## config.mk

```make
export PLATFORM = sky130hd
export DESIGN_NAME = one_wire_temperature_reader_top
export DESIGN_NICKNAME = d
export VERILOG_FILES = /design/src/rtl/owtr_pkg.sv /design/src/rtl/one_wire_temperature_reader_top.sv /design/src/rtl/owtr_in_reg.sv /design/src/rtl/owtr_core.sv /design/src/rtl/owtr_out_reg.sv
export SDC_FILE = /design/constraint.sdc
export NUM_CORES = 1
export LEC_CHECK = 0
export ABC_CLOCK_PERIOD_IN_PS = 7600
export BUFFER_PORTS_ARGS = -buffer_cell sky130_fd_sc_hd__buf_2
export CELL_PAD_IN_SITES_DETAIL_PLACEMENT = 2
export CELL_PAD_IN_SITES_GLOBAL_PLACEMENT = 2
export CORE_ASPECT_RATIO = 2
export CORE_MARGIN = 1.5
export CORE_UTILIZATION = 30
export DETAILED_ROUTE_END_ITERATION = 10
export GPL_TIMING_DRIVEN = 0
export PLACE_DENSITY = 0.75
export SLEW_MARGIN = 10
export SYNTH_ARGS = -nofsm -noshare
export SYNTH_HDL_FRONTEND = slang
export SYNTH_SLANG_ARGS = --single-unit
```

## constraint.sdc

```tcl
create_clock -name clk_i -period 7.6 [get_ports clk_i]
set_clock_uncertainty 0.15 [all_clocks]
set_input_delay 1.14 -clock clk_i [delete_from_list [all_inputs] [get_ports clk_i]]
set_output_delay 1.14 -clock clk_i [all_outputs]
set_load 0.01 [all_outputs]
```

## src/rtl/owtr_pkg.sv

```systemverilog
package owtr_pkg;

  localparam int unsigned TickW = 20;
  localparam int unsigned TickSumW = TickW + 1;
  localparam logic [TickW-1:0] ConvWaitReset = 20'd750000;

  localparam int unsigned ScratchBytes = 9;

  localparam int unsigned RstLowTicks = 480;
  localparam int unsigned RstHighTicks = 15;
  localparam int unsigned PresLowLimit = 200;
  localparam int unsigned PresHighLimit = 240;
  localparam int unsigned SlotLowTicks = 2;
  localparam int unsigned WriteHoldTicks = 60;
  localparam int unsigned WriteSlotTicks = 63;
  localparam int unsigned ReadSampleTick = 14;
  localparam int unsigned ReadSlotTicks = 64;

  localparam logic [7:0] CmdSkipRom = 8'hCC;
  localparam logic [7:0] CmdConvert = 8'h44;
  localparam logic [7:0] CmdReadPad = 8'hBE;

  localparam int unsigned InDataW = 8;
  localparam int unsigned OutDataW = 24;

  typedef enum logic [4:0] {
    PhIdle      = 5'd0,
    PhARstLow   = 5'd1,
    PhARstHigh  = 5'd2,
    PhAPresLow  = 5'd3,
    PhAPresHigh = 5'd4,
    PhAWrite    = 5'd5,
    PhConvWait  = 5'd6,
    PhBRstLow   = 5'd7,
    PhBRstHigh  = 5'd8,
    PhBPresLow  = 5'd9,
    PhBPresHigh = 5'd10,
    PhBWrite    = 5'd11,
    PhRead      = 5'd12
  } phase_e;

  typedef struct packed {
    logic start_req;
    logic line_level;
  } tick_t;

  typedef struct packed {
    logic               no_device;
    logic signed [15:0] temperature_tenths;
    logic               temp_valid;
    logic               busy_res;
    logic               drive_low;
  } result_t;

  // sign-magnitude times 0.625, truncated toward zero
  function automatic logic [15:0] to_tenths(input logic [15:0] raw);
    logic [15:0] mag;
    logic [18:0] prod;
    logic [15:0] scaled;
    mag = raw[15] ? (~raw + 16'd1) : raw;
    prod = {1'b0, mag, 2'b00} + {3'b000, mag};
    scaled = prod[18:3];
    return raw[15] ? (~scaled + 16'd1) : scaled;
  endfunction

endpackage

```

## src/rtl/one_wire_temperature_reader_top.sv

```systemverilog
// channel   | dir | handshake                          | payload
// s_axis    | in  | s_axis_tvalid_i / s_axis_tready_o  | one bus tick request
// m_axis    | out | m_axis_tvalid_o / m_axis_tready_i  | one result per tick
// cfg       | in  | cfg_valid_i / cfg_ready_o          | conversion wait ticks
//
// one tick request per cycle unless the output stalls; a request is registered,
// the bus step runs combinationally from it into the output register
// rst_ni clears sequencer state, flags, last temperature, wait = 750000
// a stalled output holds its result; input stalls only when both registers are full
module one_wire_temperature_reader_top (
  input  logic        clk_i,
  input  logic        rst_ni,
  input  logic        s_axis_tvalid_i,
  output logic        s_axis_tready_o,
  // [0] start_req, [1] line_level, [7:2] zero
  input  logic [7:0]  s_axis_tdata_i,
  output logic        m_axis_tvalid_o,
  input  logic        m_axis_tready_i,
  // [0] drive_low, [1] busy_res, [2] temp_valid, [18:3] temperature_tenths,
  // [19] no_device, [23:20] zero
  output logic [23:0] m_axis_tdata_o,
  input  logic        cfg_valid_i,
  output logic        cfg_ready_o,
  input  logic [19:0] cfg_data_i
);
  import owtr_pkg::*;

  logic [TickW-1:0] conv_wait_q;
  tick_t            in_tick;
  tick_t            reg_tick;
  logic             reg_valid;
  logic             out_ready;
  logic             fire;
  result_t          core_res;
  result_t          out_res;

  assign cfg_ready_o = 1'b1;

  always_ff @(posedge clk_i or negedge rst_ni) begin
    if (!rst_ni) begin
      conv_wait_q <= ConvWaitReset;
    end else if (cfg_valid_i) begin
      conv_wait_q <= cfg_data_i;
    end
  end

  assign in_tick.start_req = s_axis_tdata_i[0];
  assign in_tick.line_level = s_axis_tdata_i[1];
  assign fire = reg_valid && out_ready;

  owtr_in_reg u_in_reg (
    .clk_i   (clk_i),
    .rst_ni  (rst_ni),
    .valid_i (s_axis_tvalid_i),
    .ready_o (s_axis_tready_o),
    .tick_i  (in_tick),
    .valid_o (reg_valid),
    .adv_i   (fire),
    .tick_o  (reg_tick)
  );

  owtr_core u_core (
    .clk_i       (clk_i),
    .rst_ni      (rst_ni),
    .fire_i      (fire),
    .tick_i      (reg_tick),
    .conv_wait_i (conv_wait_q),
    .result_o    (core_res)
  );

  owtr_out_reg u_out_reg (
    .clk_i    (clk_i),
    .rst_ni   (rst_ni),
    .load_i   (fire),
    .ready_o  (out_ready),
    .result_i (core_res),
    .valid_o  (m_axis_tvalid_o),
    .ready_i  (m_axis_tready_i),
    .result_o (out_res)
  );

  assign m_axis_tdata_o = {4'b0000, out_res.no_device, out_res.temperature_tenths,
                           out_res.temp_valid, out_res.busy_res, out_res.drive_low};
endmodule

```

## src/rtl/owtr_in_reg.sv

```systemverilog
module owtr_in_reg (
  input  logic            clk_i,
  input  logic            rst_ni,
  input  logic            valid_i,
  output logic            ready_o,
  input  owtr_pkg::tick_t tick_i,
  output logic            valid_o,
  input  logic            adv_i,
  output owtr_pkg::tick_t tick_o
);
  import owtr_pkg::*;

  logic  vld_q, vld_d;
  tick_t tick_q;

  assign ready_o = !vld_q || adv_i;
  assign vld_d = (valid_i && ready_o) ? 1'b1 : (adv_i ? 1'b0 : vld_q);

  always_ff @(posedge clk_i or negedge rst_ni) begin
    if (!rst_ni) begin
      vld_q <= 1'b0;
    end else begin
      vld_q <= vld_d;
    end
  end

  always_ff @(posedge clk_i) begin
    if (valid_i && ready_o) begin
      tick_q <= tick_i;
    end
  end

  assign valid_o = vld_q;
  assign tick_o = tick_q;
endmodule

```

## src/rtl/owtr_core.sv

```systemverilog
module owtr_core (
  input  logic                      clk_i,
  input  logic                      rst_ni,
  input  logic                      fire_i,
  input  owtr_pkg::tick_t           tick_i,
  input  logic [owtr_pkg::TickW-1:0] conv_wait_i,
  output owtr_pkg::result_t         result_o
);
  import owtr_pkg::*;

  phase_e            phase_q, phase_d;
  logic [TickW-1:0]  tick_q, tick_d;
  logic [2:0]        bit_q, bit_d;
  logic [3:0]        byte_q, byte_d;
  logic [7:0]        shift_q, shift_d;
  logic [7:0]        raw_low_q, raw_low_d;
  logic [7:0]        raw_high_q, raw_high_d;
  logic              pfail_q, pfail_d;
  logic [15:0]       temp_q, temp_d;

  logic [TickSumW-1:0] tick_plus;
  logic [TickW-1:0]    tick_inc;
  logic [2:0]          bit_inc;
  logic [3:0]          byte_inc;
  logic                drive;
  logic                valid;

  assign tick_plus = {1'b0, tick_q} + TickSumW'(1);
  assign tick_inc = tick_plus[TickW-1:0];
  assign bit_inc = bit_q + 3'd1;
  assign byte_inc = byte_q + 4'd1;

  always_comb begin
    phase_d = phase_q;
    tick_d = tick_q;
    bit_d = bit_q;
    byte_d = byte_q;
    shift_d = shift_q;
    raw_low_d = raw_low_q;
    raw_high_d = raw_high_q;
    pfail_d = pfail_q;
    temp_d = temp_q;
    drive = 1'b0;
    valid = 1'b0;
    unique case (phase_q)
      PhIdle: begin
        if (tick_i.start_req) begin
          pfail_d = 1'b0;
          phase_d = PhARstLow;
          tick_d = '0;
        end
      end
      PhARstLow, PhBRstLow: begin
        drive = 1'b1;
        if (tick_plus >= TickSumW'(RstLowTicks)) begin
          phase_d = (phase_q == PhARstLow) ? PhARstHigh : PhBRstHigh;
          tick_d = '0;
        end else begin
          tick_d = tick_inc;
        end
      end
      PhARstHigh, PhBRstHigh: begin
        if (tick_plus >= TickSumW'(RstHighTicks)) begin
          phase_d = (phase_q == PhARstHigh) ? PhAPresLow : PhBPresLow;
          tick_d = '0;
        end else begin
          tick_d = tick_inc;
        end
      end
      PhAPresLow, PhBPresLow: begin
        if (!tick_i.line_level) begin
          phase_d = (phase_q == PhAPresLow) ? PhAPresHigh : PhBPresHigh;
          tick_d = '0;
        end else if (tick_plus >= TickSumW'(PresLowLimit)) begin
          pfail_d = 1'b1;
          phase_d = (phase_q == PhAPresLow) ? PhAWrite : PhBWrite;
          tick_d = '0;
          bit_d = '0;
          byte_d = '0;
          shift_d = CmdSkipRom;
        end else begin
          tick_d = tick_inc;
        end
      end
      PhAPresHigh, PhBPresHigh: begin
        if (tick_i.line_level || (tick_plus >= TickSumW'(PresHighLimit))) begin
          if (!tick_i.line_level) begin
            pfail_d = 1'b1;
          end
          phase_d = (phase_q == PhAPresHigh) ? PhAWrite : PhBWrite;
          tick_d = '0;
          bit_d = '0;
          byte_d = '0;
          shift_d = CmdSkipRom;
        end else begin
          tick_d = tick_inc;
        end
      end
      PhAWrite, PhBWrite: begin
        if (tick_q < TickW'(SlotLowTicks)) begin
          drive = 1'b1;
        end else if (tick_q < TickW'(SlotLowTicks + WriteHoldTicks)) begin
          drive = ~shift_q[0];
        end
        if (tick_plus >= TickSumW'(WriteSlotTicks)) begin
          tick_d = '0;
          shift_d = {1'b0, shift_q[7:1]};
          bit_d = bit_inc;
          if (bit_inc == 3'd0) begin
            byte_d = byte_inc;
            if (byte_inc >= 4'd2) begin
              if (phase_q == PhAWrite) begin
                phase_d = PhConvWait;
              end else begin
                phase_d = PhRead;
                bit_d = '0;
                byte_d = '0;
                shift_d = '0;
              end
            end else begin
              shift_d = (phase_q == PhAWrite) ? CmdConvert : CmdReadPad;
            end
          end
        end else begin
          tick_d = tick_inc;
        end
      end
      PhConvWait: begin
        if (tick_plus >= {1'b0, conv_wait_i}) begin
          phase_d = PhBRstLow;
          tick_d = '0;
        end else begin
          tick_d = tick_inc;
        end
      end
      PhRead: begin
        if (tick_q < TickW'(SlotLowTicks)) begin
          drive = 1'b1;
        end
        if (tick_q == TickW'(ReadSampleTick)) begin
          shift_d = {tick_i.line_level, shift_q[7:1]};
        end
        if (tick_plus >= TickSumW'(ReadSlotTicks)) begin
          tick_d = '0;
          bit_d = bit_inc;
          if (bit_inc == 3'd0) begin
            if (byte_q == 4'd0) begin
              raw_low_d = shift_q;
            end else if (byte_q == 4'd1) begin
              raw_high_d = shift_q;
            end
            byte_d = byte_inc;
            if (byte_inc >= 4'(ScratchBytes)) begin
              temp_d = to_tenths({raw_high_d, raw_low_d});
              valid = 1'b1;
              phase_d = PhIdle;
            end
          end
        end else begin
          tick_d = tick_inc;
        end
      end
      default: begin
        phase_d = PhIdle;
        tick_d = '0;
      end
    endcase
  end

  always_ff @(posedge clk_i or negedge rst_ni) begin
    if (!rst_ni) begin
      phase_q <= PhIdle;
      tick_q <= '0;
      bit_q <= '0;
      byte_q <= '0;
      shift_q <= '0;
      raw_low_q <= '0;
      raw_high_q <= '0;
      pfail_q <= 1'b0;
      temp_q <= '0;
    end else if (fire_i) begin
      phase_q <= phase_d;
      tick_q <= tick_d;
      bit_q <= bit_d;
      byte_q <= byte_d;
      shift_q <= shift_d;
      raw_low_q <= raw_low_d;
      raw_high_q <= raw_high_d;
      pfail_q <= pfail_d;
      temp_q <= temp_d;
    end
  end

  always_comb begin
    result_o.drive_low = drive;
    result_o.busy_res = (phase_d != PhIdle);
    result_o.temp_valid = valid;
    result_o.temperature_tenths = temp_d;
    result_o.no_device = pfail_d;
  end
endmodule

```

## src/rtl/owtr_out_reg.sv

```systemverilog
module owtr_out_reg (
  input  logic              clk_i,
  input  logic              rst_ni,
  input  logic              load_i,
  output logic              ready_o,
  input  owtr_pkg::result_t result_i,
  output logic              valid_o,
  input  logic              ready_i,
  output owtr_pkg::result_t result_o
);
  import owtr_pkg::*;

  logic    vld_q, vld_d;
  result_t res_q;

  assign ready_o = !vld_q || ready_i;
  assign vld_d = load_i ? 1'b1 : (ready_i ? 1'b0 : vld_q);

  always_ff @(posedge clk_i or negedge rst_ni) begin
    if (!rst_ni) begin
      vld_q <= 1'b0;
    end else begin
      vld_q <= vld_d;
    end
  end

  always_ff @(posedge clk_i) begin
    if (load_i) begin
      res_q <= result_i;
    end
  end

  assign valid_o = vld_q;
  assign result_o = res_q;
endmodule

```

==> out/qor.txt <==
Reg clk slew, reported paths - 60 ps
final global-route overflow total - 0
switch share - 49.3%
Worst Path Buf+Inv - 3
Synth Area in XOR/XNOR - 5.44%
vias post-DR - 8351
simple-gate portion of the synthesized area - 22.8%
initial antenna violation count - 1
clock power share - 21.7%
Hold Path End - u_core.temp_q[1]$_DFFE_PN0P_
RR Startpoint - u_core.byte_q[0]$_DFFE_PN0P_
CTS H-Tree Depth - 4
Inserted Diodes - 0
clock sink count - 117
flop-to-flop setup slack - 760 ps
Tmin final - 6840 ps
layout cell share with drive strength beyond 1 - 17.2%
register area share after synthesis - 33.9%
worst path cell trace - inv_1 -> ha_1 -> nor4b_4 -> mux2i_2 -> clkbuf_1 -> a31oi_1 -> xnor2_1 -> fa_1 -> a211oi_1 -> o21bai_1 -> o211ai_1 -> a21oi_1 -> o21ai_0 -> a21oi_1 -> or2_2 -> clkbuf_1 -> xor2_1 -> mux2_2
vias in the first global route - 9398
Synth area leader - dfrtp_1
Top FF cell, synth - dfrtp_1
crit path DAT - 6900 ps
vias per cell - 5.65
Final Hold Vio Count - 0
worst setup margin - 764 ps
measured slew at the worst slew-check pin - 1040 ps
Reg area - 3050 µm²
Sequential Power Share - 20.4%
Cells on Worst Hold Path - 2
P&R area growth vs syn - 14.5%
P_int - 1.89 mW
GP Congestion - 0.884
post-synthesis adder-cell area fraction - 6.49%
Total GRT Usage - 22.1%
synth top area cells - dfrtp_1 (24%), edfxtp_1 (7.4%), ha_1 (6.3%)
nets@finish - 1181
largest family of logic cells by synthesized area - simple AND/OR/NAND/NOR gates
routed wire length - 33200 µm
Worst Reg-to-Reg Cells - 18
RSZ-0062 raised after global routing - no
status - completed
Slew HR - 30.0%
Setup Viol. Count Final - 0
Comb pwr share - 58.0%
area taken by multi-input logic gates - 5450 µm²
stages on the worst setup path - 18
violation count after the first detailed-route iteration - 207
CTS resizes - 0
Leak Pwr - 4.38 nW
Avg Cell Area, Syn - 8.71 µm²
Post-CTS Setup Bufs - 0
post-route ant nets - 0
DRC viols - 0
flops & latches, synth - 117
largest fanout on the critical path - 10
Slew Viols, Final - 0
WP data required - 7670 ps
# port buffers - 47
dpl hpwl - 26400 µm
Final period util - 90.0%
Hold Path Class - reg2reg
Startpoint Class - register
worst skew pair latency - 460 ps
max_cap viols - 0
hold_buf cts - 0
total CTS buffers - 17
hold_sp - u_core.temp_q[1]$_DFFE_PN0P_
Compound-Gate Fraction of Synth Area - 18.2%
Unique masters post-synth - 91
Yosys warnings - 0
delay-heaviest family, CP - compound AO/OA/AOI/OAI gates
pre-CTS WS - 828 ps
Peak Freq - 0.146 GHz
Mapped Cells - 1032
full die area - 31100 µm²
DR WL/cell - 22.4 µm
Die W - 125 µm
WS Path Type - reg2reg
Async SR Flop Fraction - 81.2%
share of Yosys cell area claimed by the top area cell type - 23.7%
Max IR drop VDD - 177 µV
# rows - 89
DRT Pass-1 Iters - 4
Net Switching - 1.84 mW
CTS tree - yes
fillers - 3384
R2R Path End - u_out_reg.result_o[16]$_DFFE_PP_
clock root buffer - clkbuf_16
Core ar. - 29500 µm²
post-synthesis mux area share - 7.49%
slowest CP cell - mux2i_2
Mapped Area - 8990 µm²
Setup TNS - 0 ps
max incr delay on CP - 860 ps
P per Cell Area - 362 nW/µm²
die height - 248 µm
Worst setup EP type - register
Post-synth EDFFs - 22
largest net degree at the start of global routing - 70
Ports - 60
maximum clock insertion buffer count - 2
starting density of the core - 30.5%
first-pass GRT wire length - 52300 µm
[power by group through the flow]
stage,logic (mW),clock network (mW),registers (mW)
4_1_cts,2.18,0.827,0.761
3_3_place_gp,2.09,0,0.766
2_1_floorplan,1.52,0,0.752
5_1_grt,2.37,0.843,0.766
6_report,2.16,0.806,0.759
3_5_place_dp,2.16,0,0.772
[cells by family after synthesis]
family,count (synthesis)
fa+ha+maj,46
flops,117
xor+xnor,55
buf+inv,113
compound gates,255
mux,60
simple gates,384
other cells,2
[routing by layer]
layer / GRT usage (%) / up-vias / part of all wire, %
met5: 0 / - / 0
met4: 16.7 / 0 / 7.3
met3: 3.04 / 99 / 2.0
met2: 46.5 / 162 / 61
met1: 17.6 / 4225 / 30
li1: - / 3865 / -
[cell type report]
type,count,area share [%]
Multi-Input combinational cell,805,53.0
Buffer,67,3.16
Clock inverter,14,1.23
Tap cell,364,4.42
Inverter,46,1.68
Clock buffer,18,4.27
Sequential cell,117,29.6
Timing Repair Buffer,48,2.61
[state kept, by name, indices dropped and copies added, names as in the netlist, 5 cells and up]
name	flops
u_core.raw_low_q	8
u_core.phase_q	5
u_out_reg.result_o	20
conv_wait_q	20
u_core.shift_q	8
u_core.tick_q	20
u_core.raw_high_q	8
u_core.temp_q	16
[through the flow]
step	utilization [%]	cells	total power, mW	area [µm²]	hold slack (ps)
5_1_grt	34.9	1479	3.98	10300	371
4_1_cts	34.9	1479	3.77	10300	333
6_report	34.9	1479	3.72	10300	332
2_1_floorplan	-	1035	2.27	9000	292
3_3_place_gp	32.8	1446	2.85	9690	304
3_5_place_dp	33.0	1447	2.93	9730	319
[synth_stat cells (all sizes together) (25+ instances only)]
library cell	number
xor2	25
clkbuf	39
a21oi	59
nor2	81
xnor2	30
inv	46
buf	28
dfrtp	85
nand2	122
nand3	31
nor3	29
mux2	42
o21ai	86
ha	45
[worst max-delay path by stage]
stage | startpoint | to | slack [ps]
floorplan | u_core.byte_q[0]$_DFFE_PN0P_ | u_out_reg.result_o[16]$_DFFE_PP_ | 2170
global placement | u_core.byte_q[0]$_DFFE_PN0P_ | u_out_reg.result_o[16]$_DFFE_PP_ | 670
detailed placement | u_core.byte_q[0]$_DFFE_PN0P_ | u_out_reg.result_o[16]$_DFFE_PP_ | 830
CTS | u_core.byte_q[0]$_DFFE_PN0P_ | u_out_reg.result_o[16]$_DFFE_PP_ | 750
global route | u_core.byte_q[0]$_DFFE_PN0P_ | u_out_reg.result_o[18]$_DFFE_PP_ | 390
finish | u_core.byte_q[0]$_DFFE_PN0P_ | u_out_reg.result_o[16]$_DFFE_PP_ | 760
[placed cells by master, fill, tap and decap left out, types with 9 or more instances in the layout]
cell	Yosys	final
a21oi_1	59	59
o21ai_0	82	82
nand3_1	28	28
buf_2	13	59
nand2_1	122	122
mux2i_1	17	16
clkbuf_1	38	38
nand4_1	17	17
xnor2_1	29	29
ha_1	45	45
o31ai_1	9	9
clkbuf_16	0	17
nand2b_1	11	11
dfstp_2	10	10
and2_1	12	12
nor2b_1	10	10
and3_1	9	9
inv_1	44	44
buf_4	9	9
a211oi_1	10	10
nor4_1	14	14
nor2_1	79	79
edfxtp_1	22	22
nor3_1	27	27
dfrtp_1	85	85
o211ai_1	13	13
mux2_2	40	40
xor2_1	25	25
a31oi_1	13	13
[worst min-delay path, cell delays in order (launching register included)]
cell,delay [ps]
dfrtp_1,340
nand2_1,50
nand2_1,60
No activity file was read; power rests on OpenSTA's default activity.
